===== src/rtl/ura_pkg.sv =====
// ============================================================================
// ura_pkg: shared types and constants for the ultrasonic range averager
// Widths, reset values, register indexes and the sample record that passes
// from the ranging controller to the averaging stage.
// ============================================================================
package ura_pkg;

    // Field and state widths
    localparam int TIMEOUT_W = 16;
    localparam int TRIG_W    = 8;
    localparam int COUNT_W   = 17;
    localparam int DIST_W    = 11;
    localparam int INDEX_W   = 4;
    localparam int REM_W     = 6;
    localparam int CFG_IDX_W = 1;
    localparam int CFG_DAT_W = 16;

    // Ranging constants
    localparam int CM_DIVISOR = 58;
    localparam int MAX_DIST   = 1129;

    // Register reset values
    localparam logic [TIMEOUT_W-1:0] TIMEOUT_RESET = 16'd26100;
    localparam logic [TRIG_W-1:0]    TRIGGER_RESET = 8'd10;

    // Register indexes
    localparam logic [CFG_IDX_W-1:0] CFG_ECHO_TIMEOUT  = 1'd0;
    localparam logic [CFG_IDX_W-1:0] CFG_TRIGGER_WIDTH = 1'd1;

    // One closed sample, or the start of a burst, for the averaging stage
    typedef struct packed {
        logic              burst_start;
        logic              valid;
        logic              last;
        logic [DIST_W-1:0] cm;
    } ura_sample_t;

endpackage


===== src/rtl/ura_if.sv =====
// ============================================================================
// ura_if: item channels of the ultrasonic range averager
// One channel carries the tick items in, the other the per-tick results out.
// ============================================================================
interface ura_in_if;
    logic valid;
    logic ready;
    logic start_req;
    logic echo_level;

    modport source (output valid, output start_req, output echo_level, input ready);
    modport sink   (input valid, input start_req, input echo_level, output ready);
endinterface

interface ura_out_if;
    logic                       valid;
    logic                       ready;
    logic                       trigger;
    logic                       busy_res;
    logic                       done_res;
    logic [ura_pkg::DIST_W-1:0] distance_cm;

    modport source (output valid, output trigger, output busy_res, output done_res,
                    output distance_cm, input ready);
    modport sink   (input valid, input trigger, input busy_res, input done_res,
                    input distance_cm, output ready);
endinterface


===== src/rtl/ura_ranger.sv =====
// ============================================================================
// ura_ranger: trigger and echo measurement controller
// Runs the trigger pulse, waits for the echo, counts echo-high ticks and
// keeps the centimetre quotient as a running count, closing one sample per
// measurement.
// ============================================================================
module ura_ranger #(
    parameter int SAMPLES = 10
) (
    input  logic                          clk,
    input  logic                          rst_n,
    input  logic                          step,
    input  logic                          start_req,
    input  logic                          echo_level,
    input  logic [ura_pkg::TIMEOUT_W-1:0] echo_timeout,
    input  logic [ura_pkg::TRIG_W-1:0]    trigger_width,
    output ura_pkg::ura_sample_t          sample,
    output logic                          trigger_next,
    output logic                          busy_next
);
    import ura_pkg::*;

    localparam logic [1:0] PH_IDLE = 2'd0;
    localparam logic [1:0] PH_TRIG = 2'd1;
    localparam logic [1:0] PH_WAIT = 2'd2;
    localparam logic [1:0] PH_MEAS = 2'd3;

    localparam logic [INDEX_W-1:0] LAST_INDEX = INDEX_W'(SAMPLES);
    localparam logic [REM_W-1:0]   REM_TOP    = REM_W'(CM_DIVISOR - 1);

    logic [1:0]         phase_reg, phase_next;
    logic [COUNT_W-1:0] tick_count_reg, tick_count_next;
    logic [INDEX_W-1:0] sample_index_reg, sample_index_next;
    logic [DIST_W-1:0]  quot_reg, quot_next;
    logic [REM_W-1:0]   rem_reg, rem_next;

    logic [COUNT_W-1:0] count_inc;
    logic [COUNT_W-1:0] timeout_ext;
    logic [INDEX_W-1:0] index_inc;
    logic               end_sample;
    logic [DIST_W-1:0]  end_dist;

    assign count_inc   = tick_count_reg + COUNT_W'(1);
    assign timeout_ext = {1'b0, echo_timeout};
    assign index_inc   = sample_index_reg + INDEX_W'(1);

    always_comb
    begin
        phase_next        = phase_reg;
        tick_count_next   = tick_count_reg;
        sample_index_next = sample_index_reg;
        quot_next         = quot_reg;
        rem_next          = rem_reg;
        end_sample        = 1'b0;
        end_dist          = '0;
        sample            = '0;

        case (phase_reg)
            PH_IDLE:
            begin
                if (start_req)
                begin
                    sample.burst_start = 1'b1;
                    sample_index_next  = '0;
                    phase_next         = PH_TRIG;
                    tick_count_next    = COUNT_W'(1);
                end
            end
            PH_TRIG:
            begin
                if (tick_count_reg >= {{(COUNT_W-TRIG_W){1'b0}}, trigger_width})
                begin
                    phase_next      = PH_WAIT;
                    tick_count_next = '0;
                end
                else
                begin
                    tick_count_next = count_inc;
                end
            end
            PH_WAIT:
            begin
                if (echo_level)
                begin
                    phase_next      = PH_MEAS;
                    tick_count_next = COUNT_W'(1);
                    quot_next       = '0;
                    rem_next        = REM_W'(1);
                    // A zero timeout rejects the very first high tick.
                    if (echo_timeout == '0)
                    begin
                        end_sample = 1'b1;
                    end
                end
            end
            PH_MEAS:
            begin
                if (echo_level)
                begin
                    tick_count_next = count_inc;
                    if (rem_reg == REM_TOP)
                    begin
                        rem_next  = '0;
                        quot_next = quot_reg + DIST_W'(1);
                    end
                    else
                    begin
                        rem_next = rem_reg + REM_W'(1);
                    end
                    if (count_inc > timeout_ext)
                    begin
                        end_sample = 1'b1;
                    end
                end
                else
                begin
                    // The running quotient is already floor(count / 58).
                    end_sample = 1'b1;
                    end_dist   = quot_reg;
                end
            end
            default:
            begin
                phase_next = PH_IDLE;
            end
        endcase

        if (end_sample)
        begin
            sample.valid      = 1'b1;
            sample.cm         = end_dist;
            sample_index_next = index_inc;
            if (index_inc >= LAST_INDEX)
            begin
                sample.last     = 1'b1;
                phase_next      = PH_IDLE;
                tick_count_next = '0;
            end
            else
            begin
                phase_next      = PH_TRIG;
                tick_count_next = COUNT_W'(1);
            end
        end
    end

    assign trigger_next = (phase_next == PH_TRIG);

    // The burst counts as busy in every active phase and on its done tick.
    assign busy_next = (phase_next != PH_IDLE) || sample.last;

    always_ff @(posedge clk or negedge rst_n)
    begin
        if (!rst_n)
        begin
            phase_reg        <= PH_IDLE;
            tick_count_reg   <= '0;
            sample_index_reg <= '0;
            quot_reg         <= '0;
            rem_reg          <= '0;
        end
        else if (step)
        begin
            phase_reg        <= phase_next;
            tick_count_reg   <= tick_count_next;
            sample_index_reg <= sample_index_next;
            quot_reg         <= quot_next;
            rem_reg          <= rem_next;
        end
    end

    // The remainder counter never reaches the divisor.
    assert property (@(posedge clk) disable iff (!rst_n) rem_reg <= REM_TOP)
        else $error("centimetre remainder out of range");

    // While counting, quotient and remainder together equal the tick count.
    assert property (@(posedge clk) disable iff (!rst_n)
        (phase_reg == PH_MEAS) |->
        ((32'(quot_reg) * CM_DIVISOR + 32'(rem_reg)) == 32'(tick_count_reg)))
        else $error("running quotient disagrees with tick count");

    // An idle controller holds a cleared tick count.
    assert property (@(posedge clk) disable iff (!rst_n)
        (phase_reg == PH_IDLE) |-> (tick_count_reg == '0))
        else $error("tick count not cleared in idle");

endmodule


===== src/rtl/ura_average.sv =====
// ============================================================================
// ura_average: sample accumulator and mean
// Sums the samples of a burst and forms the floor mean with a constant
// reciprocal multiply when the last sample closes.
// ============================================================================
module ura_average #(
    parameter int SAMPLES = 10
) (
    input  logic                       clk,
    input  logic                       rst_n,
    input  logic                       step,
    input  ura_pkg::ura_sample_t       sample,
    output logic [ura_pkg::DIST_W-1:0] last_distance_next
);
    import ura_pkg::*;

    localparam int SUM_W   = $clog2(MAX_DIST * SAMPLES + 1);
    // Reciprocal shift: the product error stays below one for every sum.
    localparam int SHIFT   = SUM_W + 4;
    localparam logic [SHIFT:0] RECIP = (SHIFT+1)'((2**SHIFT + SAMPLES - 1) / SAMPLES);
    localparam int PROD_W  = SUM_W + SHIFT + 1;

    logic [SUM_W-1:0]  distance_sum_reg, distance_sum_next;
    logic [DIST_W-1:0] last_distance_reg;
    logic [SUM_W-1:0]  sum_add;
    logic [PROD_W-1:0] mean_prod;

    assign sum_add   = distance_sum_reg + SUM_W'(sample.cm);
    assign mean_prod = PROD_W'(sum_add) * PROD_W'(RECIP);

    always_comb
    begin
        distance_sum_next  = distance_sum_reg;
        last_distance_next = last_distance_reg;
        if (sample.burst_start)
        begin
            distance_sum_next = '0;
        end
        if (sample.valid)
        begin
            distance_sum_next = sum_add;
            if (sample.last)
            begin
                last_distance_next = mean_prod[SHIFT +: DIST_W];
            end
        end
    end

    always_ff @(posedge clk or negedge rst_n)
    begin
        if (!rst_n)
        begin
            distance_sum_reg  <= '0;
            last_distance_reg <= '0;
        end
        else if (step)
        begin
            distance_sum_reg  <= distance_sum_next;
            last_distance_reg <= last_distance_next;
        end
    end

endmodule


===== src/rtl/ultrasonic_range_averager.sv =====
// ============================================================================
// ultrasonic_range_averager: averaged ultrasonic ranging controller
// Top level with configuration registers, ranging controller, averager and
// result register.
// ============================================================================
// Each item on the tick channel stands for one microsecond of time and
// carries a start request and the sampled echo level; every item yields
// exactly one result item with the trigger level to drive, the busy flag, a
// one-tick done flag and the averaged distance in centimetres. A start while
// idle runs a burst of SAMPLES measurements: a trigger pulse of
// trigger_width ticks, an unbounded wait for the echo, then counting of
// echo-high ticks. A sample whose echo lasts longer than echo_timeout ticks
// counts as zero, otherwise it is the tick count divided by 58. When the
// last sample closes, the floor mean is shown with done, and distance_cm
// keeps that value until the next mean. Starts during a burst, and on the
// done tick, are ignored. The state registers of the controller and
// averager are updated once per accepted item, and a new item is accepted
// in every cycle in which the result register is empty or its item is being
// taken. The user must write configuration through cfg_wr_en, cfg_index and
// cfg_data only while the block is idle; the block does not enforce this.
module ultrasonic_range_averager #(
    parameter int SAMPLES = 10
) (
    input  logic                          clk,
    input  logic                          rst_n,
    input  logic                          cfg_wr_en,
    input  logic [ura_pkg::CFG_IDX_W-1:0] cfg_index,
    input  logic [ura_pkg::CFG_DAT_W-1:0] cfg_data,
    ura_in_if.sink                        tick,
    ura_out_if.source                     result
);
    import ura_pkg::*;

    logic [TIMEOUT_W-1:0] echo_timeout_reg;
    logic [TRIG_W-1:0]    trigger_width_reg;

    logic                 step;
    ura_sample_t          sample;
    logic                 trigger_next;
    logic                 busy_next;
    logic [DIST_W-1:0]    last_distance_next;

    logic                 valid_reg;
    logic                 trigger_reg;
    logic                 busy_reg;
    logic                 done_reg;
    logic [DIST_W-1:0]    distance_reg;

    // Configuration registers.
    always_ff @(posedge clk or negedge rst_n)
    begin
        if (!rst_n)
        begin
            echo_timeout_reg  <= TIMEOUT_RESET;
            trigger_width_reg <= TRIGGER_RESET;
        end
        else if (cfg_wr_en)
        begin
            case (cfg_index)
                CFG_ECHO_TIMEOUT:  echo_timeout_reg  <= cfg_data[TIMEOUT_W-1:0];
                CFG_TRIGGER_WIDTH: trigger_width_reg <= cfg_data[TRIG_W-1:0];
                default:           echo_timeout_reg  <= echo_timeout_reg;
            endcase
        end
    end

    // The result register frees itself in the same cycle that it is read,
    // so items flow one per cycle while the sink keeps up.
    assign tick.ready = !valid_reg || result.ready;
    assign step       = tick.valid && tick.ready;

    ura_ranger #(
        .SAMPLES (SAMPLES)
    ) u_ranger (
        .clk           (clk),
        .rst_n         (rst_n),
        .step          (step),
        .start_req     (tick.start_req),
        .echo_level    (tick.echo_level),
        .echo_timeout  (echo_timeout_reg),
        .trigger_width (trigger_width_reg),
        .sample        (sample),
        .trigger_next  (trigger_next),
        .busy_next     (busy_next)
    );

    ura_average #(
        .SAMPLES (SAMPLES)
    ) u_average (
        .clk                (clk),
        .rst_n              (rst_n),
        .step               (step),
        .sample             (sample),
        .last_distance_next (last_distance_next)
    );

    // Result register. Busy follows the new state and is also high on the
    // done tick, when the controller has already gone back to idle.
    always_ff @(posedge clk or negedge rst_n)
    begin
        if (!rst_n)
        begin
            valid_reg <= 1'b0;
        end
        else if (step)
        begin
            valid_reg <= 1'b1;
        end
        else if (result.ready)
        begin
            valid_reg <= 1'b0;
        end
    end

    always_ff @(posedge clk)
    begin
        if (step)
        begin
            trigger_reg  <= trigger_next;
            busy_reg     <= busy_next;
            done_reg     <= sample.last;
            distance_reg <= last_distance_next;
        end
    end

    assign result.valid       = valid_reg;
    assign result.trigger     = trigger_reg;
    assign result.busy_res    = busy_reg;
    assign result.done_res    = done_reg;
    assign result.distance_cm = distance_reg;

    // A done item always reports busy.
    assert property (@(posedge clk) disable iff (!rst_n)
        (valid_reg && done_reg) |-> busy_reg)
        else $error("done result without busy");

    // An empty result register never stalls the tick channel.
    assert property (@(posedge clk) disable iff (!rst_n)
        !valid_reg |-> tick.ready)
        else $error("tick channel stalled with empty result register");

    // A waiting result holds while the sink stalls.
    assert property (@(posedge clk) disable iff (!rst_n)
        (valid_reg && !result.ready) |=> (valid_reg && $stable(done_reg)
                                          && $stable(distance_reg)))
        else $error("stalled result changed");

endmodule


===== src/flat_wrapper.sv =====
// flat-port wrapper written by rule: the top's interface ports become plain ports
module ultrasonic_range_averager_flat import ura_pkg::*;
#(
    parameter int SAMPLES = 10
)
  (clk, rst_n, cfg_wr_en, cfg_index, cfg_data, tick_valid, tick_start_req, tick_echo_level, tick_ready, result_valid, result_trigger, result_busy_res, result_done_res, result_distance_cm, result_ready);
  ura_in_if tick_i ();
  ura_out_if result_i ();
  input  logic clk;
  input  logic rst_n;
  input  logic cfg_wr_en;
  input  logic [ura_pkg::CFG_IDX_W-1:0] cfg_index;
  input  logic [ura_pkg::CFG_DAT_W-1:0] cfg_data;
  input wire logic [$bits(tick_i.valid)-1:0] tick_valid;
  input wire logic [$bits(tick_i.start_req)-1:0] tick_start_req;
  input wire logic [$bits(tick_i.echo_level)-1:0] tick_echo_level;
  output wire logic [$bits(tick_i.ready)-1:0] tick_ready;
  output wire logic [$bits(result_i.valid)-1:0] result_valid;
  output wire logic [$bits(result_i.trigger)-1:0] result_trigger;
  output wire logic [$bits(result_i.busy_res)-1:0] result_busy_res;
  output wire logic [$bits(result_i.done_res)-1:0] result_done_res;
  output wire logic [$bits(result_i.distance_cm)-1:0] result_distance_cm;
  input wire logic [$bits(result_i.ready)-1:0] result_ready;
  assign tick_i.valid = tick_valid;
  assign tick_i.start_req = tick_start_req;
  assign tick_i.echo_level = tick_echo_level;
  assign tick_ready = tick_i.ready;
  assign result_valid = result_i.valid;
  assign result_trigger = result_i.trigger;
  assign result_busy_res = result_i.busy_res;
  assign result_done_res = result_i.done_res;
  assign result_distance_cm = result_i.distance_cm;
  assign result_i.ready = result_ready;
  ultrasonic_range_averager #(.SAMPLES(SAMPLES)) u_core (.clk(clk), .rst_n(rst_n), .cfg_wr_en(cfg_wr_en), .cfg_index(cfg_index), .cfg_data(cfg_data), .tick(tick_i), .result(result_i));
endmodule

===== config.mk =====
export PLATFORM = sky130hd
export DESIGN_NAME = ultrasonic_range_averager_flat
export DESIGN_NICKNAME = d
export VERILOG_FILES = /design/src/rtl/ura_pkg.sv /design/src/rtl/ura_if.sv /design/src/rtl/ura_ranger.sv /design/src/rtl/ura_average.sv /design/src/rtl/ultrasonic_range_averager.sv /design/src/flat_wrapper.sv
export SDC_FILE = /design/constraint.sdc
export NUM_CORES = 1
export LEC_CHECK = 0
export ABC_AREA = 1
export CAP_MARGIN = 20
export CORE_MARGIN = 1.5
export CORE_UTILIZATION = 50
export CTS_CLUSTER_SIZE = 24
export DETAILED_ROUTE_END_ITERATION = 8
export DONT_BUFFER_PORTS = 1
export PLACE_DENSITY = 0.66
export SLEW_MARGIN = 40
export SYNTH_ARGS = -nofsm -noshare
export SYNTH_HDL_FRONTEND = slang
export SYNTH_SLANG_ARGS = --single-unit

===== constraint.sdc =====
create_clock -name clk -period 17 [get_ports clk]
set_input_delay 0.85 -clock clk [delete_from_list [all_inputs] [get_ports clk]]
set_output_delay 0.85 -clock clk [all_outputs]
set_load 0.005 [all_outputs]

==> reports/metrics.cfg, run 1 <==
[floorplan]
core.rowCount = 51
core-area_mm2 = 0.0196
die_h_um = 145
ios = 40
initial_utilization_pct = 51.4
dieArea_mm2 = 0.0210
die_x_um = 145

[global_route]
grt_usage_pct = 22.2
grt_pass1_vias = 8099
grt_max_degree = 91
antenna_found_initial = 0
grt_overflow = 0
grt_pass1_wl_mm = 38.1

[timing]
relSlewSlack_pct = 56.4
tightest_slew_ps = 649
fin_setup_tns_ps = 0
finalCriticalPeriod_ps = 7990
rsz0062_at_grt = no
fmax_mhz = 125
drv_slew = 0
timing_hold_violations_final = 0
setup-violations-final = 0
setup_slack_ps = 9010
finalCritPeriodShare_pct = 47.0
skew_ps = 13.3

[pwr]
p_comb_share_pct = 30.6
seqPwrFrac_pct = 41.6
total_leakage_power_nw = 5.83
peakVddDrop_mv = 0.0445
clockPowerShare_pct = 27.7
power.density_mw_per_mm2 = 73.9
p_sw_w = 0.000292
swShare_pct = 37.1
internal_power_w = 0.000494

[min_path]
worstHoldPathType = primary input to asynchronous set/reset pin

[yosys]
synth.top_cells.by_count = inv_1, nand2_1, ha_1
synthDistinctLibCells = 47
yosysTopAreaCellShare_pct = 19.6
synth.area.top_cells = dfrtp_1, ha_1, fa_1
synthArstFlopShare_pct = 86.5
ys_seq_area_share_pct = 26.7
yosys.area.top_type = dfrtp_1
synth_edf_count = 14
netlist_instances = 1249
synth_flop_cell = dfrtp_1
syn_avg_cell_area_um2 = 8.07
ys_ff_latch = 104
yosysWarnings = 0
synth_area_mm2 = 0.0101
yosysMostFrequentCell = inv_1
syn_nets = 1478

[worst_setup_path]
cp-start-kind = register
reg2reg_slack_ps = 9010
endpoint_kind = register
crit_start = u_core.u_ranger.phase_reg[0]
cpMostUsedCell = nand2_1
critPathRequiredTime_ps = 17120
critical_path_class = register to register
cp_slowest_cell = fa_1
arrival_ps = 8110
max_stage_delay_ps = 560
worst-path-max-fanout = 10
reg2reg_from = u_core.u_ranger.phase_reg[0]

[clock_network]
clk_pin_slew_worst_paths_ps = 80
clock_path_buffers = 2
cts_tree = yes
numCtsBuffers = 9
cts_hold_buf = 0
htreeDepth = 3
ctsResizeCount = 0
post_cts_buffers = 0
cts_sinks = 104
clock_latency_ps = 360
root_buffer = clkbuf_16

[detailed_routing]
wl_met1_mm = 9.89
drt-initial-drc-count = 380
wl_per_cell_um = 14.2
wl_met3_um = 600
ant_nets = 0
highest_layer = met4
wl_met2_mm = 10.5
vias_per_cell = 5.15
drc = 0
num_vias = 7790
first_pass_iters = 5
wl_mm = 21.5

[placed_design]
hpwl_mm = 17.7
place.gp.congestion = 0.896
portBuffers = 0
place_ws_ps = 9020

[flow_run]
drv_cap = 0

[finish]
drive_gt1_share_pct = 3.92
largest_register_ffs = 17
synthToLayoutAreaGrowth_pct = 5.65
antenna_cells = 0
nets = 1473

[status]
outcome = finished clean

cell families after synthesis:
family	after synthesis	share of synthesized area, %
xor gates and xnor gates	40	3.48
and+or+nand+nor	476	21.0
DFF	104	26.7
buffers and inverters	272	10.5
adders and majority gates	205	30.0
AOI/OAI and AO/OA	152	8.41
worst max-delay path: cells and delay by family, from the launching register on:
family          cells  cell delay [ps]
compound gates      4              820
xor+xnor            2              310
fa+ha+maj           8             3710
buf+inv             7              550
flops               1              460
simple gates       12             1870
layout make-up:
| type | instances | area [um2] |
|---|---|---|
| clock buffer | 12 | 267 |
| inverter | 253 | 952 |
| timing repair buffer | 3 | 22.5 |
| clock inverter | 4 | 42.5 |
| sequential | 104 | 2690 |
| fill | 1903 | 8950 |
| tap | 265 | 332 |
| multi-input combinational | 873 | 6340 |
stage by stage:
step                      cells  util [%]  total power [W]  cell area (um2)  hold slack, ps
after detailed placement   1498      52.7         0.000573            10300             465
final                      1514      54.3         0.000787            10600             171
after floorplan            1249         -         0.000511            10100             448
after CTS                  1514      54.3         0.000797            10600             162
after global placement     1498      52.7         0.000569            10300             461
after global routing       1514      54.3         0.000848            10600             161
worst paths after layout:
| path | endpoint | depth (start not counted) |
|---|---|---|
| min in group clk | u_core.u_average.last_distance_reg[5] | 2 |
| min reg2reg | u_core.u_average.last_distance_reg[5] | 2 |
| max in group asynchronous | u_core.echo_timeout_reg[8] | 0 |
| min | u_core.u_ranger.quot_reg[9] | 0 |
| max | u_core.result.distance_cm[4] | 33 |
| max reg2reg | u_core.result.distance_cm[4] | 33 |
per-layer routing:
metal	global-route usage, %	up-vias
li1	-	3979
met1	28.1	3662
met2	39.0	108
met3	3.08	41
met4	7.11	0
met5	0	-
layout by cell type, fill, tap and decap left out, types with 3 or more instances in the layout:
master and count:
nand3_1 71, inv_1 250, a21oi_1 61, edfxtp_1 14, nor2_1 72, clkbuf_16 9, xnor2_1 9, nand2_1 242
xor2_1 31, o21ai_0 57, and3_1 3, o211ai_1 3, nor4_1 9, nor3_1 26, nand2_2 4, nand3b_1 10
ha_1 144, a21o_1 8, or2_2 3, inv_8 3, o21bai_1 7, buf_4 3, dfstp_2 11, dfrtp_1 79
a31oi_1 3, and2_1 10, nand4_1 18, clkbuf_8 3, fa_1 61
power groups by stage:
stage | Clock [W] | Combinational (W) | Sequential, W
finish | 0.000218 | 0.000241 | 0.000328
global route | 0.000233 | 0.000282 | 0.000333
CTS | 0.000225 | 0.000244 | 0.000328
detailed placement | 0 | 0.000242 | 0.000331
global placement | 0 | 0.000237 | 0.000331
floorplan | 0 | 0.000190 | 0.000321
No activity file was read; power rests on OpenSTA's default activity.
==> run 2, diff against run 1 <==
ABC_AREA = 0   (was 1)
clock period = 7.4 ns   (was 17 ns; I/O delays follow)
==> reports/metrics.cfg, run 2 <==
[clock_network]
cts_tree = yes
root_buffer = clkbuf_16
clk_pin_slew_worst_paths_ps = 80
numCtsBuffers = 9
clock_path_buffers = 2
clock_latency_ps = 370
cts_sinks = 104
htreeDepth = 3

[yosys]
synth.area.top_cells = dfrtp_1, ha_1, fa_1
yosysWarnings = 0
synth.top_cells.by_count = inv_1, ha_1, dfrtp_1
ys_ff_latch = 104
yosysTopAreaCellShare_pct = 20.8
synthDistinctLibCells = 67
synth_edf_count = 14
yosysMostFrequentCell = inv_1
synth_area_mm2 = 0.00951
synthArstFlopShare_pct = 86.5
syn_avg_cell_area_um2 = 9.74
netlist_instances = 976
synth_flop_cell = dfrtp_1
syn_nets = 1205
ys_seq_area_share_pct = 28.3
yosys.area.top_type = dfrtp_1

[pwr]
clockPowerShare_pct = 27.2
swShare_pct = 36.0
peakVddDrop_mv = 0.118
p_sw_w = 0.000642
p_comb_share_pct = 32.8
power.density_mw_per_mm2 = 166
total_leakage_power_nw = 5.60
seqPwrFrac_pct = 40.0
internal_power_w = 0.00114

[floorplan]
ios = 40
die_x_um = 141
dieArea_mm2 = 0.0198
initial_utilization_pct = 50.8
die_h_um = 141
core-area_mm2 = 0.0187
core.rowCount = 50

[worst_setup_path]
endpoint_kind = register
critPathRequiredTime_ps = 7530
arrival_ps = 7680
cp_slowest_cell = fa_2
worst-path-max-fanout = 5
max_stage_delay_ps = 570
cp-start-kind = register
critical_path_class = register to register

[global_route]
busiest_layer = met2
grt_pass1_wl_mm = 33.3
met1_usage_pct = 28.1
met3_usage_pct = 2.28
grt_usage_pct = 21.2
antenna_found_initial = 0
grt_util_met2_pct = 36.9
grt_overflow = 0
grt_pass1_vias = 6889
grt_max_degree = 91

[finish]
stdcell_count = 1277
largest_register_ffs = 17
finish.utilization_pct = 57.7
layout_commonest_cell = inv_1
final_cell_mix = inv_1, ha_1, dfrtp_1, nand2_1, buf_4
stdcell_area_mm2 = 0.0108
antenna_cells = 0
fillers = 1643
synthToLayoutAreaGrowth_pct = 13.5
nets = 1267
drive_gt1_share_pct = 18.0

[detailed_routing]
drc = 0
vias_per_cell = 5.37
ant_nets = 0
num_vias = 6856
drt-initial-drc-count = 326
wl_per_cell_um = 15.3
wl_mm = 19.6
first_pass_iters = 5

[status]
violations = negative setup slack
outcome = complete, but fails checks

[timing]
skew_ps = 9.66
timing_hold_violations_final = 0
finalCritPeriodShare_pct = 102
fin_hold_ws_ps = 103
fmax_mhz = 132
setup-violations-final = 12
relSlewSlack_pct = 47.9
finalCriticalPeriod_ps = 7560
tightest_slew_ps = 782
rsz0062_at_grt = yes
fin_setup_tns_ps = -986
drv_slew = 0
setup_slack_ps = -156

[min_path]
worstHoldPathType = primary input to register

[placed_design]
hpwl_mm = 16.0
portBuffers = 0
place_inst = 1248
place_area_mm2 = 0.0103
place.gp.congestion = 0.848

[flow_run]
drv_cap = 0

run 2: changes by cell type after synthesis, sizes merged, moves of 14 or more:
cell	before	now
nor2	76	40
nand3	72	24
xnor2	9	26
inv	253	164
xor2	31	14
mux2	0	27
nor3	28	13
and3	3	17
nand2b	0	14
a21oi	62	39
nand2	246	74
run 2: through the flow:
| step | power (W) | worst slack [ps] |
|---|---|---|
| after floorplan | 0.00112 | -266 |
| after global routing | 0.00192 | -467 |
| final | 0.00179 | -156 |
| after global placement | 0.00128 | -151 |
| after CTS | 0.00179 | -167 |
| after detailed placement | 0.00129 | -241 |
run 2: cell type report:
type | count | area [um2] | share of cell area (%)
Tap cell | 234 | 293 | 2.71
Inverter | 164 | 616 | 5.71
Multi-Input combinational cell | 690 | 6360 | 58.9
Clock buffer | 9 | 225 | 2.09
Clock inverter | 7 | 68.8 | 0.638
Sequential cell | 104 | 2690 | 24.9
Timing Repair Buffer | 69 | 541 | 5.01
run 2: power groups by stage:
stage	registers (W)	clock network, W	logic [W]
global placement	0.000724	0	0.000551
floorplan	0.000708	0	0.000413
CTS	0.000714	0.000495	0.000585
finish	0.000714	0.000485	0.000586
detailed placement	0.000724	0	0.000566
global route	0.000725	0.000517	0.000679
run 2: worst paths after layout:
kind	from	to	slack, ps	cells after the start
max reg2reg	u_core.u_ranger.phase_reg[1]	u_core.result.distance_cm[6]	-160	31
max	u_core.u_ranger.phase_reg[1]	u_core.result.distance_cm[6]	-160	31
max in group asynchronous	rst_n	u_core.echo_timeout_reg[10]	6420	2
min in group asynchronous	rst_n	u_core.u_ranger.tick_count_reg[4]	610	2
min reg2reg	u_core.u_ranger.quot_reg[10]	u_core.u_ranger.quot_reg[10]	480	1
min	cfg_data[7]	u_core.echo_timeout_reg[7]	100	2
run 2: cells by family after synthesis:
logic type	share of synthesized area (%)
buffers and inverters	7.46
xor gates and xnor gates	3.69
AOI/OAI and AO/OA	12.9
muxes	3.54
DFF	28.3
and+or+nand+nor	12.3
adders and majority gates	31.8
run 2: layer usage:
| layer | vias up | part of all wire [%] |
|---|---|---|
| met3 | 14 | 2.4 |
| met4 | 0 | 1.3 |
| met5 | - | 0 |
| met2 | 68 | 50 |
| met1 | 3327 | 46 |
| li1 | 3447 | - |
run 2: worst max-delay path: cells and delay by family (launching register included):
| kind | cells | cell delay, ps |
|---|---|---|
| xor+xnor | 2 | 330 |
| compound gates | 12 | 2060 |
| mux | 1 | 260 |
| flops | 1 | 380 |
| simple gates | 2 | 320 |
| fa+ha+maj | 9 | 3710 |
| buf+inv | 5 | 250 |
run 2: timing repair:
| action | 4_1_cts | 5_1_grt |
|---|---|---|
| setup buffers | 9 | 2 |
| pin swaps | 8 | 5 |
| hold buffers | 2 | 0 |
| endpoints found under the hold margin | 90 | 0 |
| resized for setup | 7 | 19 |
| endpoints found under the setup margin | 17 | 22 |
==> run 3, diff against run 2 <==
CORE_ASPECT_RATIO = 0.6   (was not set)
==> reports/metrics.cfg, run 3 (synthesized netlist as in run 2, its figures left out) <==
[status]
outcome = complete, but fails checks
violations = negative setup slack

[placed_design]
place_inst = 1249
place_ws_ps = -231
portBuffers = 0
place.gp.congestion = 0.919
hpwl_mm = 18.1

[finish]
drive_gt1_share_pct = 17.4
finish.utilization_pct = 59.1
final_cell_mix = inv_1, ha_1, dfrtp_1, nand2_1
multiInputGateArea_mm2 = 0.00641
antenna_cells = 0
nets = 1262
largest_register_ffs = 17
synthToLayoutAreaGrowth_pct = 14.0
stdcell_count = 1278
ff_latch_area_mm2 = 0.00269
fillers = 1578
layout_commonest_cell = inv_1

[detailed_routing]
drt-initial-drc-count = 585
wl_mm = 22.3
num_vias = 6960
drc = 0
first_pass_iters = 5
vias_per_cell = 5.45
ant_nets = 0
wl_per_cell_um = 17.5

[pwr]
power.density_mw_per_mm2 = 165
peakVddDrop_mv = 0.126
total_leakage_power_nw = 5.58

[floorplan]
initial_utilization_pct = 51.8
die_h_um = 110
ios = 40
die_x_um = 181
core-area_mm2 = 0.0184
dieArea_mm2 = 0.0199
core.rowCount = 38

[timing]
tightest_slew_ps = 822
fin_setup_tns_ps = -1870
drv_slew = 0
finalCriticalPeriod_ps = 7600
rsz0062_at_grt = yes
relSlewSlack_pct = 45.2
skew_ps = 11.0
fmax_mhz = 132
setup_slack_ps = -202
timing_hold_violations_final = 0
finalCritPeriodShare_pct = 103
setup-violations-final = 15

[min_path]
hp-start = cfg_data[4]
worstHoldPathType = primary input to register

[clock_network]
htreeDepth = 3
root_buffer = clkbuf_16
clock_latency_ps = 360
numCtsBuffers = 9
cts_sinks = 104
clk_pin_slew_worst_paths_ps = 80
clock_path_buffers = 2
cts_tree = yes

[global_route]
grt_pass1_wl_mm = 36.3
met1_usage_pct = 40.5
grt_util_met2_pct = 28.7
busiest_layer = met1
grt_overflow = 0
grt_usage_pct = 23.9
grt_pass1_vias = 6673
antenna_found_initial = 0
grt_max_degree = 91
met3_usage_pct = 7.12

[worst_setup_path]
arrival_ps = 7710
worst-path-max-fanout = 5
critical_path_class = register to register
max_stage_delay_ps = 540
endpoint_kind = register
reg2reg_from = u_core.u_ranger.phase_reg[0]
cp-start-kind = register
critPathRequiredTime_ps = 7510
crit_start = u_core.u_ranger.phase_reg[0]
cp_slowest_cell = fa_2
cpMostUsedCell = fa_2

[flow_run]
drv_cap = 0

[run 3: changes by cell type in the layout (fill, tap and decap cells not counted), sizes merged]
cell and change:
clkinv +3, buf -5, inv -3
[run 3: path summary, 6_finish.rpt]
path                                                    endpoint  slack, ps  cells past startpoint
setup reg to reg                    u_core.result.distance_cm[6]       -200                     32
min in group asynchronous  u_core.u_average.last_distance_reg[1]        570                      2
hold / removal                        u_core.echo_timeout_reg[4]        110                      2
max in group asynchronous            u_core.echo_timeout_reg[13]       6400                      2
hold reg to reg                     u_core.u_ranger.quot_reg[10]        490                      1
setup / recovery                    u_core.result.distance_cm[6]       -200                     32
[run 3: metrics by stage]
stage / area (um2) / power [W] / hold WS (ps)
after floorplan: 9660 / 0.00112 / 74.4
after global placement: 10200 / 0.00129 / 76.3
after detailed placement: 10300 / 0.00130 / 76.7
after CTS: 10600 / 0.00178 / 103
after global routing: 10800 / 0.00192 / 108
final: 10800 / 0.00179 / 110
[run 3: layer usage]
| metal | routed length (um) | vias up |
|---|---|---|
| met5 | 0 | - |
| met4 | 78 | 0 |
| met3 | 1470 | 7 |
| met2 | 7680 | 141 |
| met1 | 13100 | 3366 |
| li1 | - | 3446 |
[run 3: layout make-up]
class | count | share of cell area, %
Clock buffer | 9 | 2.08
Clock inverter | 7 | 0.508
Inverter | 164 | 5.68
Multi-Input combinational cell | 690 | 59.1
Sequential cell | 104 | 24.8
Tap cell | 240 | 2.77
Timing Repair Buffer | 64 | 5.06
[run 3: report_power, final]
group          internal [W]  switching [W]
Clock              0.000233       0.000232
Combinational      0.000255       0.000350
Sequential         0.000652      0.0000670
Total               0.00114       0.000648
[run 3: worst max-delay path: cells and delay by family, from the launching register on]
kind            cells  cell delay (ps)
mux                 1              250
flops               1              380
fa+ha+maj           9             3660
simple gates        2              350
compound gates     12             1980
buf+inv             6              410
xor+xnor            2              340
[run 3: timing repair]
item | in CTS | in global routing
setup buffers | 3 | 8
endpoints found under the hold margin | 90 | 0
gates cloned | 0 | 0
setup endpoints to repair | 15 | 22
resized for setup | 5 | 26
hold buffers | 2 | 0
pin swaps | 12 | 20
